**src/rtl/escaped_rle_byte_encoder_unit_macros.svh**
```systemverilog
// assertion helpers shared by the encoder modules
// all of them sample on i_clk and are off while i_rst_n is low
`ifndef ESCAPED_RLE_BYTE_ENCODER_UNIT_MACROS_SVH
`define ESCAPED_RLE_BYTE_ENCODER_UNIT_MACROS_SVH

// condition must never hold
`define ERLE_ASSERT_NEVER(lbl, cond, msg) \
    lbl: assert property (@(posedge i_clk) disable iff (!i_rst_n) !(cond)) \
        else $error(msg);

// antecedent in one cycle requires consequent in the next
`define ERLE_ASSERT_NEXT(lbl, ante, cons, msg) \
    lbl: assert property (@(posedge i_clk) disable iff (!i_rst_n) (ante) |=> (cons)) \
        else $error(msg);

`endif

```
**src/rtl/erle_pkg.sv**
```systemverilog
`timescale 1ns / 1ps

package erle_pkg;

    // largest byte value, also the marker of a full chunk
    localparam logic [7:0] BYTE_MAX = 8'd255;

    // one input beat yields at most this many coded bytes
    localparam int CMD_BYTES = 4;
    localparam int CMD_NW    = $clog2(CMD_BYTES + 1);
    localparam int CMD_IW    = $clog2(CMD_BYTES);

    // depth of the queue between front and back
    localparam int QUEUE_DEPTH = 4;

    // coded bytes of one input beat, in emit order
    typedef struct packed {
        logic [CMD_BYTES-1:0][7:0] bytes;
        logic [CMD_NW-1:0]         nbytes;
        logic                      last;
    } t_cmd;

endpackage

```
**src/rtl/erle_stream_if.sv**
```systemverilog
`timescale 1ns / 1ps

// raw message channel
interface erle_in_if;
    logic       valid;
    logic       ready;
    logic [7:0] in_byte;
    logic       in_last;

    modport source (output valid, output in_byte, output in_last, input ready);
    modport sink (input valid, input in_byte, input in_last, output ready);
endinterface

// coded byte channel
interface erle_out_if;
    logic       valid;
    logic       ready;
    logic [7:0] out_byte;
    logic       out_last;

    modport source (output valid, output out_byte, output out_last, input ready);
    modport sink (input valid, input out_byte, input out_last, output ready);
endinterface

```
**src/rtl/erle_fifo.sv**
```systemverilog
`timescale 1ns / 1ps
`include "escaped_rle_byte_encoder_unit_macros.svh"

module erle_fifo (
    input  logic          i_clk,
    input  logic          i_rst_n,
    input  logic          i_push,
    input  erle_pkg::t_cmd i_cmd,
    output logic          o_full,
    input  logic          i_pop,
    output erle_pkg::t_cmd o_cmd,
    output logic          o_empty
);

    localparam int PW = $clog2(erle_pkg::QUEUE_DEPTH);
    localparam int CNTW = $clog2(erle_pkg::QUEUE_DEPTH + 1);
    localparam logic [CNTW-1:0] DEPTH_CNT = CNTW'(erle_pkg::QUEUE_DEPTH);
    localparam logic [PW-1:0] LAST_PTR = PW'(erle_pkg::QUEUE_DEPTH - 1);

    erle_pkg::t_cmd r_mem [erle_pkg::QUEUE_DEPTH];
    logic [PW-1:0]   r_wr;
    logic [PW-1:0]   r_rd;
    logic [CNTW-1:0] r_cnt;
    logic [PW-1:0]   n_wr;
    logic [PW-1:0]   n_rd;
    logic [CNTW-1:0] n_cnt;

    assign o_full  = (r_cnt == DEPTH_CNT);
    assign o_empty = (r_cnt == '0);
    assign o_cmd   = r_mem[r_rd];

    // pointer and fill count update
    always_comb begin
        n_wr  = r_wr;
        n_rd  = r_rd;
        n_cnt = r_cnt;
        if (i_push) begin
            n_wr = (r_wr == LAST_PTR) ? '0 : r_wr + PW'(1);
        end
        if (i_pop) begin
            n_rd = (r_rd == LAST_PTR) ? '0 : r_rd + PW'(1);
        end
        if (i_push && !i_pop) begin
            n_cnt = r_cnt + CNTW'(1);
        end else if (!i_push && i_pop) begin
            n_cnt = r_cnt - CNTW'(1);
        end
    end

    always_ff @(posedge i_clk) begin
        if (!i_rst_n) begin
            r_wr  <= '0;
            r_rd  <= '0;
            r_cnt <= '0;
        end else begin
            r_wr  <= n_wr;
            r_rd  <= n_rd;
            r_cnt <= n_cnt;
        end
    end

    // entry storage
    always_ff @(posedge i_clk) begin
        if (i_push) begin
            r_mem[r_wr] <= i_cmd;
        end
    end

    `ERLE_ASSERT_NEVER(a_push_full, i_push && o_full, "push into full queue")
    `ERLE_ASSERT_NEVER(a_pop_empty, i_pop && o_empty, "pop from empty queue")

endmodule

```
**src/rtl/erle_front.sv**
```systemverilog
`timescale 1ns / 1ps
`include "escaped_rle_byte_encoder_unit_macros.svh"

module erle_front #(
    parameter int MAX_RUN = 8
) (
    input  logic           i_clk,
    input  logic           i_rst_n,
    erle_in_if.sink        i_in,
    input  logic           i_full,
    output logic           o_push,
    output erle_pkg::t_cmd o_cmd
);

    localparam int CW = $clog2(MAX_RUN + 2);
    localparam logic [7:0]    LIT_MAX  = 8'(255 - MAX_RUN);
    localparam logic [CW-1:0] ONE_CNT  = CW'(1);
    localparam logic [CW-1:0] MAX_CNT  = CW'(MAX_RUN);
    localparam logic [CW-1:0] FULL_CNT = CW'(MAX_RUN + 1);

    // up to two bytes from closing a run or a chunk
    typedef struct packed {
        logic [1:0][7:0] b;
        logic [1:0]      n;
    } t_pair;

    logic          r_open;
    logic [7:0]    r_value;
    logic [CW-1:0] r_count;
    logic          n_open;
    logic [7:0]    n_value;
    logic [CW-1:0] n_count;

    logic          accept;
    logic          eq;
    logic [CW-1:0] pend;
    logic [CW-1:0] len1;
    logic [7:0]    val_mid;
    logic [CW-1:0] cnt_mid;
    t_pair         p;
    t_pair         q;
    logic [2:0]    k;

    // code a pending run: literal when lone and unambiguous, else marker and value
    function automatic t_pair flush_run(logic [CW-1:0] cnt, logic [7:0] val);
        t_pair         f;
        logic [CW-1:0] len;
        len = (cnt > MAX_CNT) ? ONE_CNT : cnt;
        if (cnt == ONE_CNT && val <= LIT_MAX) begin
            f.b[0] = val;
            f.b[1] = val;
            f.n    = 2'd1;
        end else begin
            f.b[0] = LIT_MAX + 8'(len);
            f.b[1] = val;
            f.n    = 2'd2;
        end
        return f;
    endfunction

    assign i_in.ready = !i_full;
    assign accept     = i_in.valid && !i_full;

    // classify the beat against the open run
    always_comb begin
        eq      = r_open && (i_in.in_byte == r_value);
        pend    = (r_count > MAX_CNT) ? ONE_CNT : r_count;
        len1    = pend + ONE_CNT;
        p       = '0;
        q       = '0;
        val_mid = r_value;
        cnt_mid = len1;
        if (eq) begin
            if (len1 > MAX_CNT) begin
                p.b[0]  = erle_pkg::BYTE_MAX;
                p.b[1]  = r_value;
                p.n     = 2'd2;
                cnt_mid = FULL_CNT;
            end
        end else begin
            if (r_open) begin
                p = flush_run(r_count, r_value);
            end
            val_mid = i_in.in_byte;
            cnt_mid = ONE_CNT;
        end
        if (i_in.in_last) begin
            q = flush_run(cnt_mid, val_mid);
        end
    end

    // pack both parts into one command
    always_comb begin
        k = '0;
        for (int j = 0; j < erle_pkg::CMD_BYTES; j++) begin
            k = 3'(j) - {1'b0, p.n};
            if (3'(j) < {1'b0, p.n}) begin
                o_cmd.bytes[j] = p.b[j % 2];
            end else if (k < 3'd2) begin
                o_cmd.bytes[j] = q.b[k[0]];
            end else begin
                o_cmd.bytes[j] = '0;
            end
        end
        o_cmd.nbytes = erle_pkg::CMD_NW'({1'b0, p.n} + {1'b0, q.n});
        o_cmd.last   = i_in.in_last;
    end

    assign o_push = accept && (o_cmd.nbytes != '0);

    // run state after this beat
    always_comb begin
        n_open  = r_open;
        n_value = r_value;
        n_count = r_count;
        if (accept) begin
            if (i_in.in_last) begin
                n_open  = 1'b0;
                n_value = '0;
                n_count = '0;
            end else begin
                n_open  = 1'b1;
                n_value = val_mid;
                n_count = cnt_mid;
            end
        end
    end

    always_ff @(posedge i_clk) begin
        if (!i_rst_n) begin
            r_open  <= 1'b0;
            r_value <= '0;
            r_count <= '0;
        end else begin
            r_open  <= n_open;
            r_value <= n_value;
            r_count <= n_count;
        end
    end

    `ERLE_ASSERT_NEXT(a_last_closes, accept && i_in.in_last, !r_open, "run left open after last")
    `ERLE_ASSERT_NEVER(a_open_count, r_open && (r_count == '0 || r_count > FULL_CNT), "bad run count")

endmodule

```
**src/rtl/erle_back.sv**
```systemverilog
`timescale 1ns / 1ps
`include "escaped_rle_byte_encoder_unit_macros.svh"

module erle_back (
    input  logic           i_clk,
    input  logic           i_rst_n,
    input  erle_pkg::t_cmd i_cmd,
    input  logic           i_empty,
    output logic           o_pop,
    erle_out_if.source     o_out
);

    logic [erle_pkg::CMD_IW-1:0] r_idx;
    logic [erle_pkg::CMD_IW-1:0] n_idx;
    logic                        r_valid;
    logic                        n_valid;
    logic [7:0]                  r_byte;
    logic                        r_last;
    logic                        load;
    logic                        end_of_cmd;

    assign o_out.valid    = r_valid;
    assign o_out.out_byte = r_byte;
    assign o_out.out_last = r_last;

    // move the next byte into the output register when it is free
    assign load       = !i_empty && (!r_valid || o_out.ready);
    assign end_of_cmd = ({1'b0, r_idx} == i_cmd.nbytes - erle_pkg::CMD_NW'(1));
    assign o_pop      = load && end_of_cmd;

    always_comb begin
        n_idx   = r_idx;
        n_valid = r_valid;
        if (load) begin
            n_valid = 1'b1;
            n_idx   = end_of_cmd ? '0 : r_idx + erle_pkg::CMD_IW'(1);
        end else if (o_out.ready) begin
            n_valid = 1'b0;
        end
    end

    always_ff @(posedge i_clk) begin
        if (!i_rst_n) begin
            r_idx   <= '0;
            r_valid <= 1'b0;
        end else begin
            r_idx   <= n_idx;
            r_valid <= n_valid;
        end
    end

    // output payload
    always_ff @(posedge i_clk) begin
        if (load) begin
            r_byte <= i_cmd.bytes[r_idx];
            r_last <= i_cmd.last && end_of_cmd;
        end
    end

    `ERLE_ASSERT_NEVER(a_idx_orphan, r_idx != '0 && i_empty, "byte index without command")

endmodule

```
**src/rtl/escaped_rle_byte_encoder_unit.sv**
```systemverilog
`timescale 1ns / 1ps
// channel   dir   payload              handshake
// i_in      in    in_byte[7:0] in_last valid / ready
// o_out     out   out_byte[7:0] out_last valid / ready
//
// an input beat is taken in one cycle whenever the command queue has room
// coded bytes leave at one per cycle from the output register when not stalled
// the sustained beat rate is set by the bytes each beat yields on the
// one-byte output port (an escaped literal yields two)
// synchronous active-low reset clears run state, queue and output valid
// an output stall fills the four-entry queue before i_in.ready drops

module escaped_rle_byte_encoder_unit #(
    parameter int MAX_RUN = 8
) (
    input  logic       i_clk,
    input  logic       i_rst_n,
    erle_in_if.sink    i_in,
    erle_out_if.source o_out
);

    logic           push;
    logic           pop;
    logic           full;
    logic           empty;
    erle_pkg::t_cmd cmd_in;
    erle_pkg::t_cmd cmd_out;

    // classify beats into byte commands
    erle_front #(
        .MAX_RUN (MAX_RUN)
    ) u_front (
        .i_clk   (i_clk),
        .i_rst_n (i_rst_n),
        .i_in    (i_in),
        .i_full  (full),
        .o_push  (push),
        .o_cmd   (cmd_in)
    );

    // decoupling queue
    erle_fifo u_fifo (
        .i_clk   (i_clk),
        .i_rst_n (i_rst_n),
        .i_push  (push),
        .i_cmd   (cmd_in),
        .o_full  (full),
        .i_pop   (pop),
        .o_cmd   (cmd_out),
        .o_empty (empty)
    );

    // serialize commands onto the output
    erle_back u_back (
        .i_clk   (i_clk),
        .i_rst_n (i_rst_n),
        .i_cmd   (cmd_out),
        .i_empty (empty),
        .o_pop   (pop),
        .o_out   (o_out)
    );

endmodule
```
**src/flat_wrapper.sv**
```systemverilog
// flat-port wrapper written by rule: the top's interface ports become plain ports
module escaped_rle_byte_encoder_unit_flat 
#(
    parameter int MAX_RUN = 8
)
  (i_clk, i_rst_n, i_in_valid, i_in_in_byte, i_in_in_last, i_in_ready, o_out_valid, o_out_out_byte, o_out_out_last, o_out_ready);
  erle_in_if i_in_i ();
  erle_out_if o_out_i ();
  input  logic i_clk;
  input  logic i_rst_n;
  input wire logic [$bits(i_in_i.valid)-1:0] i_in_valid;
  input wire logic [$bits(i_in_i.in_byte)-1:0] i_in_in_byte;
  input wire logic [$bits(i_in_i.in_last)-1:0] i_in_in_last;
  output wire logic [$bits(i_in_i.ready)-1:0] i_in_ready;
  output wire logic [$bits(o_out_i.valid)-1:0] o_out_valid;
  output wire logic [$bits(o_out_i.out_byte)-1:0] o_out_out_byte;
  output wire logic [$bits(o_out_i.out_last)-1:0] o_out_out_last;
  input wire logic [$bits(o_out_i.ready)-1:0] o_out_ready;
  assign i_in_i.valid = i_in_valid;
  assign i_in_i.in_byte = i_in_in_byte;
  assign i_in_i.in_last = i_in_in_last;
  assign i_in_ready = i_in_i.ready;
  assign o_out_valid = o_out_i.valid;
  assign o_out_out_byte = o_out_i.out_byte;
  assign o_out_out_last = o_out_i.out_last;
  assign o_out_i.ready = o_out_ready;
  escaped_rle_byte_encoder_unit #(.MAX_RUN(MAX_RUN)) u_core (.i_clk(i_clk), .i_rst_n(i_rst_n), .i_in(i_in_i), .o_out(o_out_i));
endmodule
```
**config.mk**
```make
export PLATFORM = sky130hd
export DESIGN_NAME = escaped_rle_byte_encoder_unit_flat
export DESIGN_NICKNAME = d
export VERILOG_FILES = /design/src/rtl/erle_pkg.sv /design/src/rtl/erle_stream_if.sv /design/src/rtl/erle_fifo.sv /design/src/rtl/erle_front.sv /design/src/rtl/erle_back.sv /design/src/rtl/escaped_rle_byte_encoder_unit.sv /design/src/flat_wrapper.sv
export VERILOG_INCLUDE_DIRS = /design/src /design/src/rtl
export SDC_FILE = /design/constraint.sdc
export NUM_CORES = 1
export LEC_CHECK = 0
export BUFFER_PORTS_ARGS = -buffer_cell sky130_fd_sc_hd__buf_2
export CORE_MARGIN = 8
export CORE_UTILIZATION = 35
export DETAILED_ROUTE_END_ITERATION = 16
export PLACE_DENSITY = 0.61
export SLEW_MARGIN = 20
export SYNTH_ARGS = -nofsm -noshare
export SYNTH_HDL_FRONTEND = slang
export SYNTH_SLANG_ARGS = --single-unit
```
**constraint.sdc**
```tcl
create_clock -name i_clk -period 7.79 [get_ports i_clk]
set_input_delay 0.3895 -clock i_clk [delete_from_list [all_inputs] [get_ports i_clk]]
set_output_delay 0.3895 -clock i_clk [all_outputs]
set_load 0.05 [all_outputs]
```
==> impl_metrics.toml <==
[hold_path]
worstHoldStart = "o_out_ready"
worstHoldPathCells = 4
hold_class = "input port to register"

[critical_path]
r2r_cells = 17
end_kind = "register"
start_kind = "register"
crit_chain = "or2_1 -> a21oi_1 -> inv_1 -> ha_1 -> or3_4 -> a2111oi_4 -> o21bai_4 -> inv_2 -> fa_1 -> inv_1 -> o311a_1 -> ha_1 -> inv_1 -> fa_1 -> xor2_1 -> or3_1 -> a21boi_0"
crit_top_cell = "inv_1"
critPathMaxFanout = 24
cpMaxStageDelayCell = "a2111oi_4"
worstPathRequired_ps = 8140
crit_arrival_ps = 5690
r2r-start = "u_core.u_front.r_count[2]$_SDFFE_PN0P_"
worstSetupPathType = "register to register"
critPathLaunch = "u_core.u_front.r_count[2]$_SDFFE_PN0P_"
max_stage_delay_ps = 560

[clocking]
htree_levels = 4
cts_hold_buf = 0
cts-buffers-inserted = 17
cts_setup_buffers = 0
clock-sinks = 178
clk_latency_ps = 420
cts-root-buf = "clkbuf_16"
cts-resized-gates = 0
cts_tree = "yes"
cts_max_path_buffers = 2
clkTransAtPathRegs_ps = 70

[logic_synthesis]
ys_types = 58
synth_nets = 543
syn_area_per_cell_sq_um = 15.4
yosysSeqAreaShare_pct = 64.4
synthCells = 514
synthFlopType = "edfxtp_1"
syn_area_sq_um = 7910
synth-seq-cells = 178
yosys_warnings = 0
synthArstFlopShare_pct = 0
synth-edff-count = 153

[placement]
dp_hpwl_um = 10800
io_buffers = 23
gp_congestion = 0.871

[floorplan]
dieHeight_um = 166
io_pins = 24
chipWidth_um = 166
num_rows = 55
initial_utilization_pct = 35.3
dieArea_sq_um = 27700
core-area_sq_um = 22400

[run_status]
status = "completed"

[finish]
area_growth_pct = 12.1
final_util_pct = 39.5
antennaDiodeCount = 0
drive_above_1_share_pct = 20.7
n_fill_cell = 2062
final_common_cell = "edfxtp_1"
fin_nets = 567
final_cell_mix = "153 x edfxtp_1, 44 x mux4_2, 32 x nand2_1"

[run]
cap_violations = 0

[timing]
fin_crit_sh_pct = 68.7
drv_slew = 0
hold_ws_ps = 242
hold_violations = 0
worst_pin_slew_ps = 891
fin_skew_ps = 8.45
rsz0062_at_grt = "false"
finalSetupViolations = 0
max_slew_margin_pct = 40.5
fin_tns_setup_ps = 0
fmax_ghz = 0.187
fin_crit_ps = 5350

[power]
leakage_nw = 2.93
p_per_area_nw_per_um2 = 294
ir_drop_v = 0.000144

[drt]
drt_pre_antenna_iters = 5
drt_iter0_drc = 355
avgViaCountPerCell = 5.31
ant_nets = 0
wire_per_inst_um = 19.5
drc = 0
dr_total_vias = 4442
drt_wl_total_um = 16300

[global_route]
first_global_vias = 4649
grt_max_degree = 37
grt_pass1_wl_um = 25900
antenna_found_initial = 0
overflow = 0
grt_usage_pct = 12.1
[sequential cells by signal (all words and copies together), names as in the netlist, named ones only]
| register | count |
|---|---|
| u_core.u_fifo.r_mem | 144 |
| u_core.u_back.o_out.out_byte | 8 |
| u_core.u_front.r_value | 8 |
| u_core.u_front.r_count | 4 |
| u_core.u_fifo.r_cnt | 3 |
| u_core.u_back.r_idx | 2 |
| u_core.u_fifo.r_rd | 2 |
| u_core.u_fifo.r_wr | 2 |
| u_core.u_back.o_out.out_last | 1 |
| u_core.u_back.o_out.valid | 1 |
| u_core.u_front.r_open | 1 |
[worst paths after layout]
check,endpoint,slack (ps)
worst max-delay path,u_core.u_fifo.r_cnt[2]$_SDFFE_PN0P_,2440
worst min-delay path,u_core.u_back.o_out.valid$_SDFFE_PN0P_,240
worst max register to register,u_core.u_fifo.r_cnt[2]$_SDFFE_PN0P_,2440
worst min register to register,u_core.u_back.o_out.valid$_SDFFE_PN0P_,480
[per-layer routing]
| layer | global-route usage [%] | share of wire (%) | vias up | wire, um |
|---|---|---|---|---|
| met5 | 0 | 0 | - | 0 |
| met4 | 4.27 | 1.4 | 0 | 227 |
| met3 | 3.02 | 4.7 | 20 | 758 |
| met2 | 19.8 | 49 | 120 | 7920 |
| met1 | 15.3 | 45 | 2254 | 7370 |
| li1 | - | - | 2048 | - |
[area by class of cell]
| class | count | area (sq um) | share of cell area [%] |
|---|---|---|---|
| Clock inverter | 15 | 133 | 1.50 |
| Tap cell | 285 | 357 | 4.02 |
| Timing Repair Buffer | 31 | 175 | 1.98 |
| Inverter | 22 | 82.6 | 0.931 |
| Sequential cell | 178 | 5100 | 57.5 |
| Clock buffer | 17 | 425 | 4.80 |
| Multi-Input combinational cell | 288 | 2600 | 29.3 |
[cells by family after synthesis]
| kind of cell | after synthesis | synth area share (%) |
|---|---|---|
| mux | 47 | 12.9 |
| buf+inv | 48 | 2.75 |
| fa+ha+maj | 16 | 2.72 |
| xor+xnor | 18 | 1.99 |
| compound gates | 79 | 6.93 |
| flops | 178 | 64.4 |
| simple gates | 128 | 8.32 |
[critical path, delay by kind of cell, from the launching register on]
family	cells	cell delay [ps]
simple gates	3	1020
flops	1	420
compound gates	5	1770
fa+ha+maj	4	1440
xor+xnor	1	180
buf+inv	4	460
[report_power, final]
| part | leakage, nW | internal, mW | switching (mW) |
|---|---|---|---|
| registers | 1.62 | 1.16 | 0.0579 |
| clock network | 0.273 | 0.443 | 0.360 |
| logic | 1.04 | 0.232 | 0.354 |
| total | 2.93 | 1.84 | 0.772 |
[Yosys cell counts, types with 3 or more instances]
library cell | n | share of area, %
a21boi_0 | 3 | 0.28
nor4_1 | 3 | 0.24
nand3_1 | 9 | 0.57
xor2_1 | 5 | 0.55
nor2_1 | 29 | 1.4
nor3b_1 | 8 | 0.76
clkbuf_1 | 14 | 0.66
o31ai_1 | 5 | 0.47
dfxtp_1 | 25 | 6.3
edfxtp_1 | 153 | 58
mux4_2 | 44 | 13
mux2i_1 | 3 | 0.38
buf_2 | 6 | 0.38
o21ai_0 | 8 | 0.51
o21ai_1 | 3 | 0.19
nor3_1 | 6 | 0.38
ha_1 | 14 | 2.2
xnor2_1 | 13 | 1.4
o22ai_1 | 16 | 1.3
and2_1 | 8 | 0.63
nand2_1 | 32 | 1.5
buf_6 | 3 | 0.43
and3_1 | 5 | 0.40
nand4_1 | 3 | 0.24
a21oi_1 | 23 | 1.5
inv_1 | 20 | 0.95
or3_1 | 4 | 0.32
nor2b_1 | 12 | 0.95
[metrics by stage]
step	area, sq um	power, mW	setup slack (ps)	cells
6_report	8870	2.61	2440	836
5_1_grt	8870	2.73	2150	836
4_1_cts	8870	2.64	2490	836
3_5_place_dp	8310	1.84	2520	804
3_3_place_gp	8310	1.83	2800	804
2_1_floorplan	7910	1.68	3090	514
Note: power is estimated with default switching activity, not from simulation.
